### config.mk
export PLATFORM = sky130hd
export DESIGN_NAME = lens_reply_frame_parser_core
export DESIGN_NICKNAME = d
export VERILOG_FILES = /design/src/hdl/lrfp_pkg.sv /design/src/hdl/lrfp_step.sv /design/src/hdl/lens_reply_frame_parser_core.sv
export SDC_FILE = /design/constraint.sdc
export NUM_CORES = 1
export LEC_CHECK = 0
export CELL_PAD_IN_SITES_DETAIL_PLACEMENT = 1
export CELL_PAD_IN_SITES_GLOBAL_PLACEMENT = 1
export CORE_MARGIN = 1.5
export CORE_UTILIZATION = 56
export CTS_CLUSTER_DIAMETER = 120
export DETAILED_ROUTE_END_ITERATION = 8
export DONT_BUFFER_PORTS = 1
export GPL_TIMING_DRIVEN = 0
export PLACE_DENSITY = 0.95
export SLEW_MARGIN = 25
export SYNTH_ARGS = -nofsm -noshare
export SYNTH_HDL_FRONTEND = slang
export SYNTH_HIERARCHICAL = 1
export SYNTH_SLANG_ARGS = --single-unit
### constraint.sdc
create_clock -name clk_i -period 7.6 [get_ports clk_i]
set_input_delay 0.38 -clock clk_i [delete_from_list [all_inputs] [get_ports clk_i]]
set_output_delay 0.38 -clock clk_i [all_outputs]
set_load 0.005 [all_outputs]
### src/hdl/lrfp_pkg.sv
// Shared types, byte codes and event codes of the lens reply frame parser.
package lrfp_pkg;

  localparam int unsigned ByteW      = 8;
  localparam int unsigned FrameLenW  = 8;
  localparam int unsigned EventW     = 3;
  localparam int unsigned ValueW     = 16;
  localparam int unsigned CfgIdxW    = 1;
  localparam int unsigned CfgDataW   = 8;

  localparam logic [FrameLenW-1:0] FrameLengthReset = 8'd7;
  localparam logic                 DataModeReset    = 1'b1;

  localparam logic [ByteW-1:0] SyncByte     = 8'hFF;
  localparam logic [ByteW-1:0] IdByte       = 8'h01;
  localparam logic [ByteW-1:0] CmdFocusByte = 8'h8D;
  localparam logic [ByteW-1:0] CmdZoomByte  = 8'h5D;

  localparam logic [FrameLenW-1:0] DataIdPos  = 8'd6;
  localparam logic [FrameLenW-1:0] PlainIdPos = 8'd3;
  localparam logic [FrameLenW-1:0] CmdPos     = 8'd4;
  localparam logic [FrameLenW-1:0] HighPos    = 8'd3;
  localparam logic [FrameLenW-1:0] LowPos     = 8'd2;
  localparam logic [FrameLenW-1:0] CheckPos   = 8'd1;

  typedef enum logic [CfgIdxW-1:0] {
    CfgFrameLength = 1'd0,
    CfgDataMode    = 1'd1
  } cfg_reg_e;

  typedef enum logic [EventW-1:0] {
    EvFocus  = 3'd0,
    EvZoom   = 3'd1,
    EvSyncEr = 3'd2,
    EvIdEr   = 3'd3,
    EvCmdEr  = 3'd4
  } event_e;

  typedef enum logic [1:0] {
    CmdNone  = 2'd0,
    CmdFocus = 2'd1,
    CmdZoom  = 2'd2
  } cmd_e;

  typedef struct packed {
    logic [FrameLenW-1:0] bytes_left;
    logic [1:0]           pending_command;
    logic [ByteW-1:0]     value_high;
    logic [ByteW-1:0]     value_low;
  } parse_state_t;

  typedef struct packed {
    logic              emit;
    event_e            code;
    logic [ValueW-1:0] value;
  } parse_result_t;

endpackage

### src/hdl/lrfp_step.sv
// Next-state and result logic for one received byte of a reply frame.
module lrfp_step import lrfp_pkg::*; (
  input  logic [ByteW-1:0]     rx_byte_i,
  input  logic [FrameLenW-1:0] frame_length_i,
  input  logic                 data_mode_i,
  input  parse_state_t         state_i,
  output parse_state_t         state_o,
  output parse_result_t        result_o
);

  logic [FrameLenW-1:0] id_pos;
  logic [FrameLenW-1:0] base;
  logic [FrameLenW-1:0] dec;
  logic                 err;
  event_e               err_code;
  parse_state_t         nxt;

  assign id_pos = data_mode_i ? DataIdPos : PlainIdPos;

  always_comb begin
    nxt      = state_i;
    base     = state_i.bytes_left;
    err      = 1'b0;
    err_code = EvSyncEr;
    if (state_i.bytes_left == '0) begin
      base = (frame_length_i == '0) ? FrameLenW'(1) : frame_length_i;
      if (rx_byte_i != SyncByte) begin
        err      = 1'b1;
        err_code = EvSyncEr;
      end
    end else if (state_i.bytes_left == id_pos) begin
      if (rx_byte_i != IdByte) begin
        err      = 1'b1;
        err_code = EvIdEr;
      end
    end else if (state_i.bytes_left == CheckPos) begin
      nxt = state_i;
    end else if (!data_mode_i) begin
      nxt = state_i;
    end else if (state_i.bytes_left == HighPos) begin
      nxt.value_high = rx_byte_i;
    end else if (state_i.bytes_left == LowPos) begin
      nxt.value_low = rx_byte_i;
    end else if (state_i.bytes_left == CmdPos) begin
      if (rx_byte_i == CmdFocusByte) begin
        nxt.pending_command = CmdFocus;
      end else if (rx_byte_i == CmdZoomByte) begin
        nxt.pending_command = CmdZoom;
      end else begin
        err      = 1'b1;
        err_code = EvCmdEr;
      end
    end
  end

  assign dec = base - FrameLenW'(1);

  always_comb begin
    state_o        = nxt;
    result_o.emit  = 1'b0;
    result_o.code  = EvFocus;
    result_o.value = '0;
    if (err) begin
      state_o                 = state_i;
      state_o.bytes_left      = '0;
      result_o.emit           = 1'b1;
      result_o.code           = err_code;
    end else begin
      state_o.bytes_left = dec;
      if ((dec == '0) && data_mode_i) begin
        if (nxt.pending_command == CmdFocus) begin
          state_o.pending_command = CmdNone;
          result_o.emit           = 1'b1;
          result_o.code           = EvFocus;
          result_o.value          = {nxt.value_high, nxt.value_low};
        end else if (nxt.pending_command == CmdZoom) begin
          state_o.pending_command = CmdNone;
          result_o.emit           = 1'b1;
          result_o.code           = EvZoom;
          result_o.value          = {nxt.value_high, nxt.value_low};
        end
      end
    end
  end

endmodule

### src/hdl/lens_reply_frame_parser_core.sv
// Top level of the lens reply frame parser: input register, frame state and result register.
//
// The input channel carries one received byte per beat (in_valid_i, in_stall_o,
// rx_byte_i). The output channel carries one event per beat (out_valid_o,
// out_stall_i, event_code_o, position_value_o): a focus or zoom value at the
// end of a data-mode frame, or a sync, ID or command error that drops a frame.
// Most bytes give no event.
// A byte accepted into the input register is held there until the result register
// can advance; it is then parsed against the frame state, and its event, if any, is
// registered into the result register and shown from there.
// One byte is accepted every cycle while in_stall_o is low; the frame state is
// one counter and three small registers updated by a single pass of compare logic.
// When the receiver stalls, the result register holds its beat and the input
// register holds one more byte; in_stall_o rises only when both are full.
// Reset empties both registers, sets the frame length to 7 and data mode on,
// and clears the frame state so the block waits for a sync byte.
// The configuration port writes frame_length (index 0) and data_mode
// (index 1) at any edge with cfg_we_i high.
module lens_reply_frame_parser_core import lrfp_pkg::*; (
  input  logic                clk_i,
  input  logic                rst_ni,
  input  logic                cfg_we_i,
  input  logic [CfgIdxW-1:0]  cfg_index_i,
  input  logic [CfgDataW-1:0] cfg_wdata_i,
  input  logic                in_valid_i,
  output logic                in_stall_o,
  input  logic [ByteW-1:0]    rx_byte_i,
  output logic                out_valid_o,
  input  logic                out_stall_i,
  output logic [EventW-1:0]   event_code_o,
  output logic [ValueW-1:0]   position_value_o
);

  logic [FrameLenW-1:0] frame_length_q;
  logic                 data_mode_q;
  logic                 in_full_q;
  logic [ByteW-1:0]     byte_q;
  parse_state_t         state_q;
  parse_state_t         state_d;
  parse_result_t        result_d;
  logic                 out_valid_q;
  logic [EventW-1:0]    code_q;
  logic [ValueW-1:0]    value_q;
  logic                 advance;
  logic                 in_accept;

  assign advance    = !out_valid_q || !out_stall_i;
  assign in_stall_o = in_full_q && !advance;
  assign in_accept  = in_valid_i && !in_stall_o;

  always_ff @(posedge clk_i or negedge rst_ni) begin
    if (!rst_ni) begin
      frame_length_q <= FrameLengthReset;
      data_mode_q    <= DataModeReset;
    end else if (cfg_we_i) begin
      case (cfg_index_i)
        CfgFrameLength: frame_length_q <= cfg_wdata_i[FrameLenW-1:0];
        CfgDataMode:    data_mode_q    <= cfg_wdata_i[0];
        default:        data_mode_q    <= data_mode_q;
      endcase
    end
  end

  lrfp_step u_step (
    .rx_byte_i      (byte_q),
    .frame_length_i (frame_length_q),
    .data_mode_i    (data_mode_q),
    .state_i        (state_q),
    .state_o        (state_d),
    .result_o       (result_d)
  );

  always_ff @(posedge clk_i or negedge rst_ni) begin
    if (!rst_ni) begin
      in_full_q <= 1'b0;
    end else if (in_accept) begin
      in_full_q <= 1'b1;
    end else if (advance) begin
      in_full_q <= 1'b0;
    end
  end

  always_ff @(posedge clk_i) begin
    if (in_accept) begin
      byte_q <= rx_byte_i;
    end
  end

  always_ff @(posedge clk_i or negedge rst_ni) begin
    if (!rst_ni) begin
      state_q     <= '0;
      out_valid_q <= 1'b0;
    end else if (advance) begin
      out_valid_q <= in_full_q && result_d.emit;
      if (in_full_q) begin
        state_q <= state_d;
      end
    end
  end

  always_ff @(posedge clk_i) begin
    if (advance && in_full_q && result_d.emit) begin
      code_q  <= result_d.code;
      value_q <= result_d.value;
    end
  end

  assign out_valid_o      = out_valid_q;
  assign event_code_o     = code_q;
  assign position_value_o = value_q;

endmodule

======== Yosys cells after proc, flatten, opt, wreduce, memory -nomap -nowiden ========
Index checks and enable logic that the tools add are counted.
Widths: inputs -> output; s select.
word-level totals
  flip-flop bits (word level) ............. 64
  output and inout bits ................... 21
  word-level logic and storage cells ...... 92
cells by class
  $add $sub $neg .......................... 1
  eq/ne operators ......................... 11
  multiplexer cells ....................... 46
  bitwise gates (word level) .............. 3
  reductions and logical operators ........ 20
operators with widths
  kind                 number
  $mux 18              4
  $mux 20              3
  $mux 8               5
  $mux 3               10
  $logic_not 8->1      3
  $eq 8x2->1 const B   2
  $mux 2               8
  $mux 1               14
  $mux 10              1
  $eq 8x1->1 const B   1
  $eq 8x3->1           1
  $eq 8x3->1 const B   1
  $eq 8x7->1 const B   1
  $eq 8x8->1 const B   1
  $ne 8x1->1 const B   1
  $ne 8x8->1 const B   1
  $sub 8x1->8 const B  1
  $logic_and 1x1->1    6
  $reduce_and 2->1     3
  $logic_not 1->1      4
  $mux 4               1
  $not 1->1            3
  $reduce_and 3->1     1
  $eq 2x1->1 const B   1
  4 further kinds      4

======== Logic depth before layout (Yosys ltp) ========
  word-level depth ........................ 16
  mapped depth ............................ 11
  mapped depth without buffers ............ 10

======== Hierarchy ========
Netlist, hierarchy kept.
by module, submodules not included
  module                        times used  cells each  area an instance (µm²)
  lens_reply_frame_parser_core  1           113         2,237.1
  lrfp_step                     1           135         1,059.8

======== Least setup slack after synthesis ========
Ideal clock, no wire load.
  path type ............................... register -> register
  start point ............................. reg state_q[24] (netlist bit)
  end point ............................... reg code_q[0], in the netlist event_code_o[0] (enable)
  arrival time ............................ 2.960 ns
  path slack .............................. 4.239 ns
  stages on the path, launching flop included .. 9
  period minus slack after synthesis ...... 3.361 ns
  cells stage by stage .................... dfrtp_1 -> nor4_4 -> nand4_1 -> or2_2 -> and3_1 -> ha_1 -> o211ai_1 -> nand2_1 -> a21oi_1
RTL lines
  what                    RTL line                             RTL
  start, declared         lens_reply_frame_parser_core.sv:38   parse_state_t state_q;
  start signal, assigned  lens_reply_frame_parser_core.sv:96   state_q <= state_d;
  end signal, assigned    lens_reply_frame_parser_core.sv:103  code_q <= result_d.code;
  end, declared           lens_reply_frame_parser_core.sv:42   logic [EventW-1:0] code_q;

==> results.py <==
metrics = {
    "synthesis": {
        "post-synth-top-area-cell": "dfrtp_1",
        "ys_types": 55,
        "ys_seq_area_frac": 0.528,
        "synth_async_sr_flop_share": 0.578,
        "netlist_top_cells_area": "dfrtp_1 (25%), edfxtp_1 (25%), mux2_2 (17%), dfstp_2 (3.2%), nor2b_1 (2.1%)",
        "netlist_area_um2": 3300,
        "synth_edf_count": 27,
        "avgSynthCellArea_um2": 13.3,
        "synth_fp_nets": 273,
        "yosysWarnings": 6,
        "synth-seq-cells": 64,
        "synthCells": 248,
        "yosys.area.top_type_share": 0.250,
        "ys.flop_type": "dfrtp_1",
    },
    "sta": {
        "slew_headroom": 0.553,
        "max_freq_mhz": 295,
        "timing.hold.ws_ns": 0.116,
        "drv_slew": 0,
        "hold_viol": 0,
        "fin_tns_setup_ns": 0,
        "rsz0062_at_grt": "false",
        "fin_crit_ns": 3.39,
        "fin_worst_skew_ns": 0.0107,
        "setup_viol": 0,
        "worst_pin_slew_ns": 0.668,
        "period_share": 0.446,
    },
    "status": {
        "status": "finished, final reports clean",
    },
    "layout": {
        "fin_util": 0.645,
        "area_growth_pct": 9.72,
        "diodes": 0,
        "fin_nets": 287,
        "drive_gt1_frac": 0.378,
    },
    "clocking": {
        "clock_latency_ns": 0.35,
        "clock-sinks": 64,
        "clk_pin_slew_ns": 0.07,
        "cts_buffer_depth": 2,
        "postCtsHoldBufs": 2,
        "ctsResizeCount": 0,
        "cts_setup_buffers": 0,
        "cts_tree": "done",
        "clock-root-buffer": "clkbuf_8",
        "numCtsBuffers": 9,
        "htreeDepth": 3,
    },
    "critical_path": {
        "slowest_delay_ns": 0.49,
        "crit_fanout": 14,
        "crit_arrival_ns": 3.45,
        "critPathLaunchType": "register",
        "slowest_stage": "nor4_4",
        "r2r-end": "position_value_o[14]",
        "rr_startpoint": "state_q[24]",
        "critical_path.top_delay_family": "simple AND/OR/NAND/NOR gates",
        "end_kind": "register",
        "critPathRequiredTime_ns": 7.65,
        "path_cells": "nor4_4 -> nand4_1 -> or2_2 -> and3_1 -> ha_1 -> o211ai_1 -> nand2_1 -> a21oi_2 -> buf_6",
        "rr_worst_depth": 9,
        "cp_num_buf_inv": 1,
        "crit_start": "state_q[24]",
        "regToRegSetupSlack_ns": 4.21,
        "path_class": "reg2reg",
    },
    "detailed_routing": {
        "vias_per_cell": 6.37,
        "drt_iter0_drc": 91,
        "routed_wl_um": 7850,
        "wl_per_cell_um": 23.1,
        "drc": 0,
        "routed-via-count": 2160,
        "firstDrtPassIters": 4,
        "ant_nets": 0,
    },
    "min_path": {
        "whs_path_depth": 0,
        "hp-class": "in2reg",
        "hp-start": "rx_byte_i[5]",
        "whs_endpoint": "byte_q[5]",
    },
    "placed_design": {
        "gp_congestion": 0.826,
        "hpwlAfterDp_um": 5380,
        "port-buffer-count": 0,
    },
    "job": {
        "maxCapViolCount": 0,
    },
    "power_and_ir_drop": {
        "total_leakage_power_nw": 1.44,
        "powerDensity_nw_per_um2": 342,
        "peakVddDrop_mv": 0.200,
    },
    "floorplanning": {
        "die_h_um": 79.7,
        "core_area_um2": 5610,
        "fp.dieArea_um2": 6360,
        "chipWidth_um": 79.7,
        "initial_utilization": 0.588,
        "io_pins": 43,
        "num_rows": 27,
    },
    "global_routing": {
        "antenna_found_initial": 0,
        "grt_remaining_overflow": 0,
        "grt_max_degree": 38,
        "grt_first_pass_wirelength_um": 12400,
        "grt_util_all_layers": 0.274,
        "grt_pass1_vias": 2356,
    },
}
==> report_power, final <==
| group | leakage [nW] | switching, mW | internal [mW] |
|---|---|---|---|
| sequential | 0.718 | 0.0754 | 0.451 |
| combinational | 0.629 | 0.230 | 0.203 |
| clock | 0.0961 | 0.131 | 0.147 |
| total | 1.44 | 0.436 | 0.801 |
==> worst max-delay path by stage <==
stage,endpoint,slack (ns),depth (start not counted)
finish,position_value_o[14],4.21,9
global route,position_value_o[7],3.98,9
CTS,position_value_o[7],4.22,9
detailed placement,position_value_o[14],4.29,9
global placement,event_code_o[0],3.54,8
floorplan,event_code_o[0],4.24,8
==> cells in the final DEF, fill, tap and decap left out, types with 2 or more instances in the layout <==
cell type / netlist / final
mux2_2: 51 / 51
dfrtp_1: 33 / 33
edfxtp_1: 27 / 27
nor2b_1: 11 / 11
nand2_1: 10 / 10
clkbuf_8: 0 / 10
nor2_1: 9 / 9
nor2b_2: 7 / 7
a21oi_1: 7 / 6
nand3_1: 5 / 5
inv_1: 5 / 5
nor3_1: 5 / 5
buf_2: 4 / 4
nand2b_1: 4 / 4
clkbuf_1: 1 / 4
dfstp_2: 4 / 4
o21ai_0: 4 / 4
nor4_1: 3 / 3
and3_1: 3 / 3
nor3b_1: 3 / 3
xnor2_1: 3 / 3
or2_2: 3 / 3
ha_1: 3 / 3
buf_8: 2 / 2
buf_6: 1 / 2
nor4_4: 2 / 2
and4bb_2: 2 / 2
or4_1: 2 / 2
nand3b_1: 2 / 2
and4b_1: 2 / 2
o22a_1: 2 / 2
nand4_1: 2 / 2
a31o_2: 2 / 2
o211ai_1: 2 / 2
==> stage by stage <==
step	std cells	cell area [um2]	total power, mW	setup WS (ns)
global placement	320	3390	0.905	3.54
detailed placement	321	3400	0.946	4.29
global route	339	3620	1.29	3.98
floorplan	248	3300	0.838	4.24
CTS	339	3620	1.24	4.22
finish	339	3620	1.24	4.21
==> cell type report <==
class,instances,area [um2]
Tap cell,72,90.1
Sequential cell,64,1740
Clock buffer,14,174
Multi-Input combinational cell,170,1470
Clock inverter,2,11.3
Inverter,6,22.5
Fill cell,564,1990
Timing Repair Buffer,3,41.3
Buffer,8,65.1
==> metal layers <==
layer | up-vias | track usage | part of all wire
met1 | 1115 | 0.314 | 0.41
met4 | 0 | 0.134 | 0.033
met5 | - | 0 | 0
met2 | 61 | 0.475 | 0.52
li1 | 959 | - | -
met3 | 25 | 0.0674 | 0.039
==> synthesized netlist by cell type, drive strengths merged (5+ instances only) <==
cell type  count
edfxtp        27
nor2b         18
nand2         10
nor3           5
dfrtp         33
mux2          52
nand3          5
inv            6
nor2           9
buf            7
a21oi          7
nor4           6
==> registers in the layout (all words and copies together) (netlist names) <==
signal            flops
byte_q                8
data_mode_q           1
event_code_o          3
frame_length_q        8
in_full_q             1
out_valid_o           1
position_value_o     16
state_q              26
==> kinds of logic (layout without fill, tap and decap cells) <==
logic type,count (synthesis),after routing,share of synthesized area
compound gates,31,31,0.0782
mux,52,52,0.178
xor+xnor,3,3,0.00797
flops,64,64,0.528
buf+inv,14,33,0.0266
simple gates,81,81,0.170
fa+ha+maj,3,3,0.0114
==> worst reg2reg max path, cell delays in order (launching register included) <==
cell	delay, ns
dfrtp_1	0.45
nor4_4	0.49
nand4_1	0.24
or2_2	0.38
and3_1	0.20
ha_1	0.30
o211ai_1	0.30
nand2_1	0.14
a21oi_2	0.34
buf_6	0.24
Note: power is estimated with default switching activity, not from simulation.
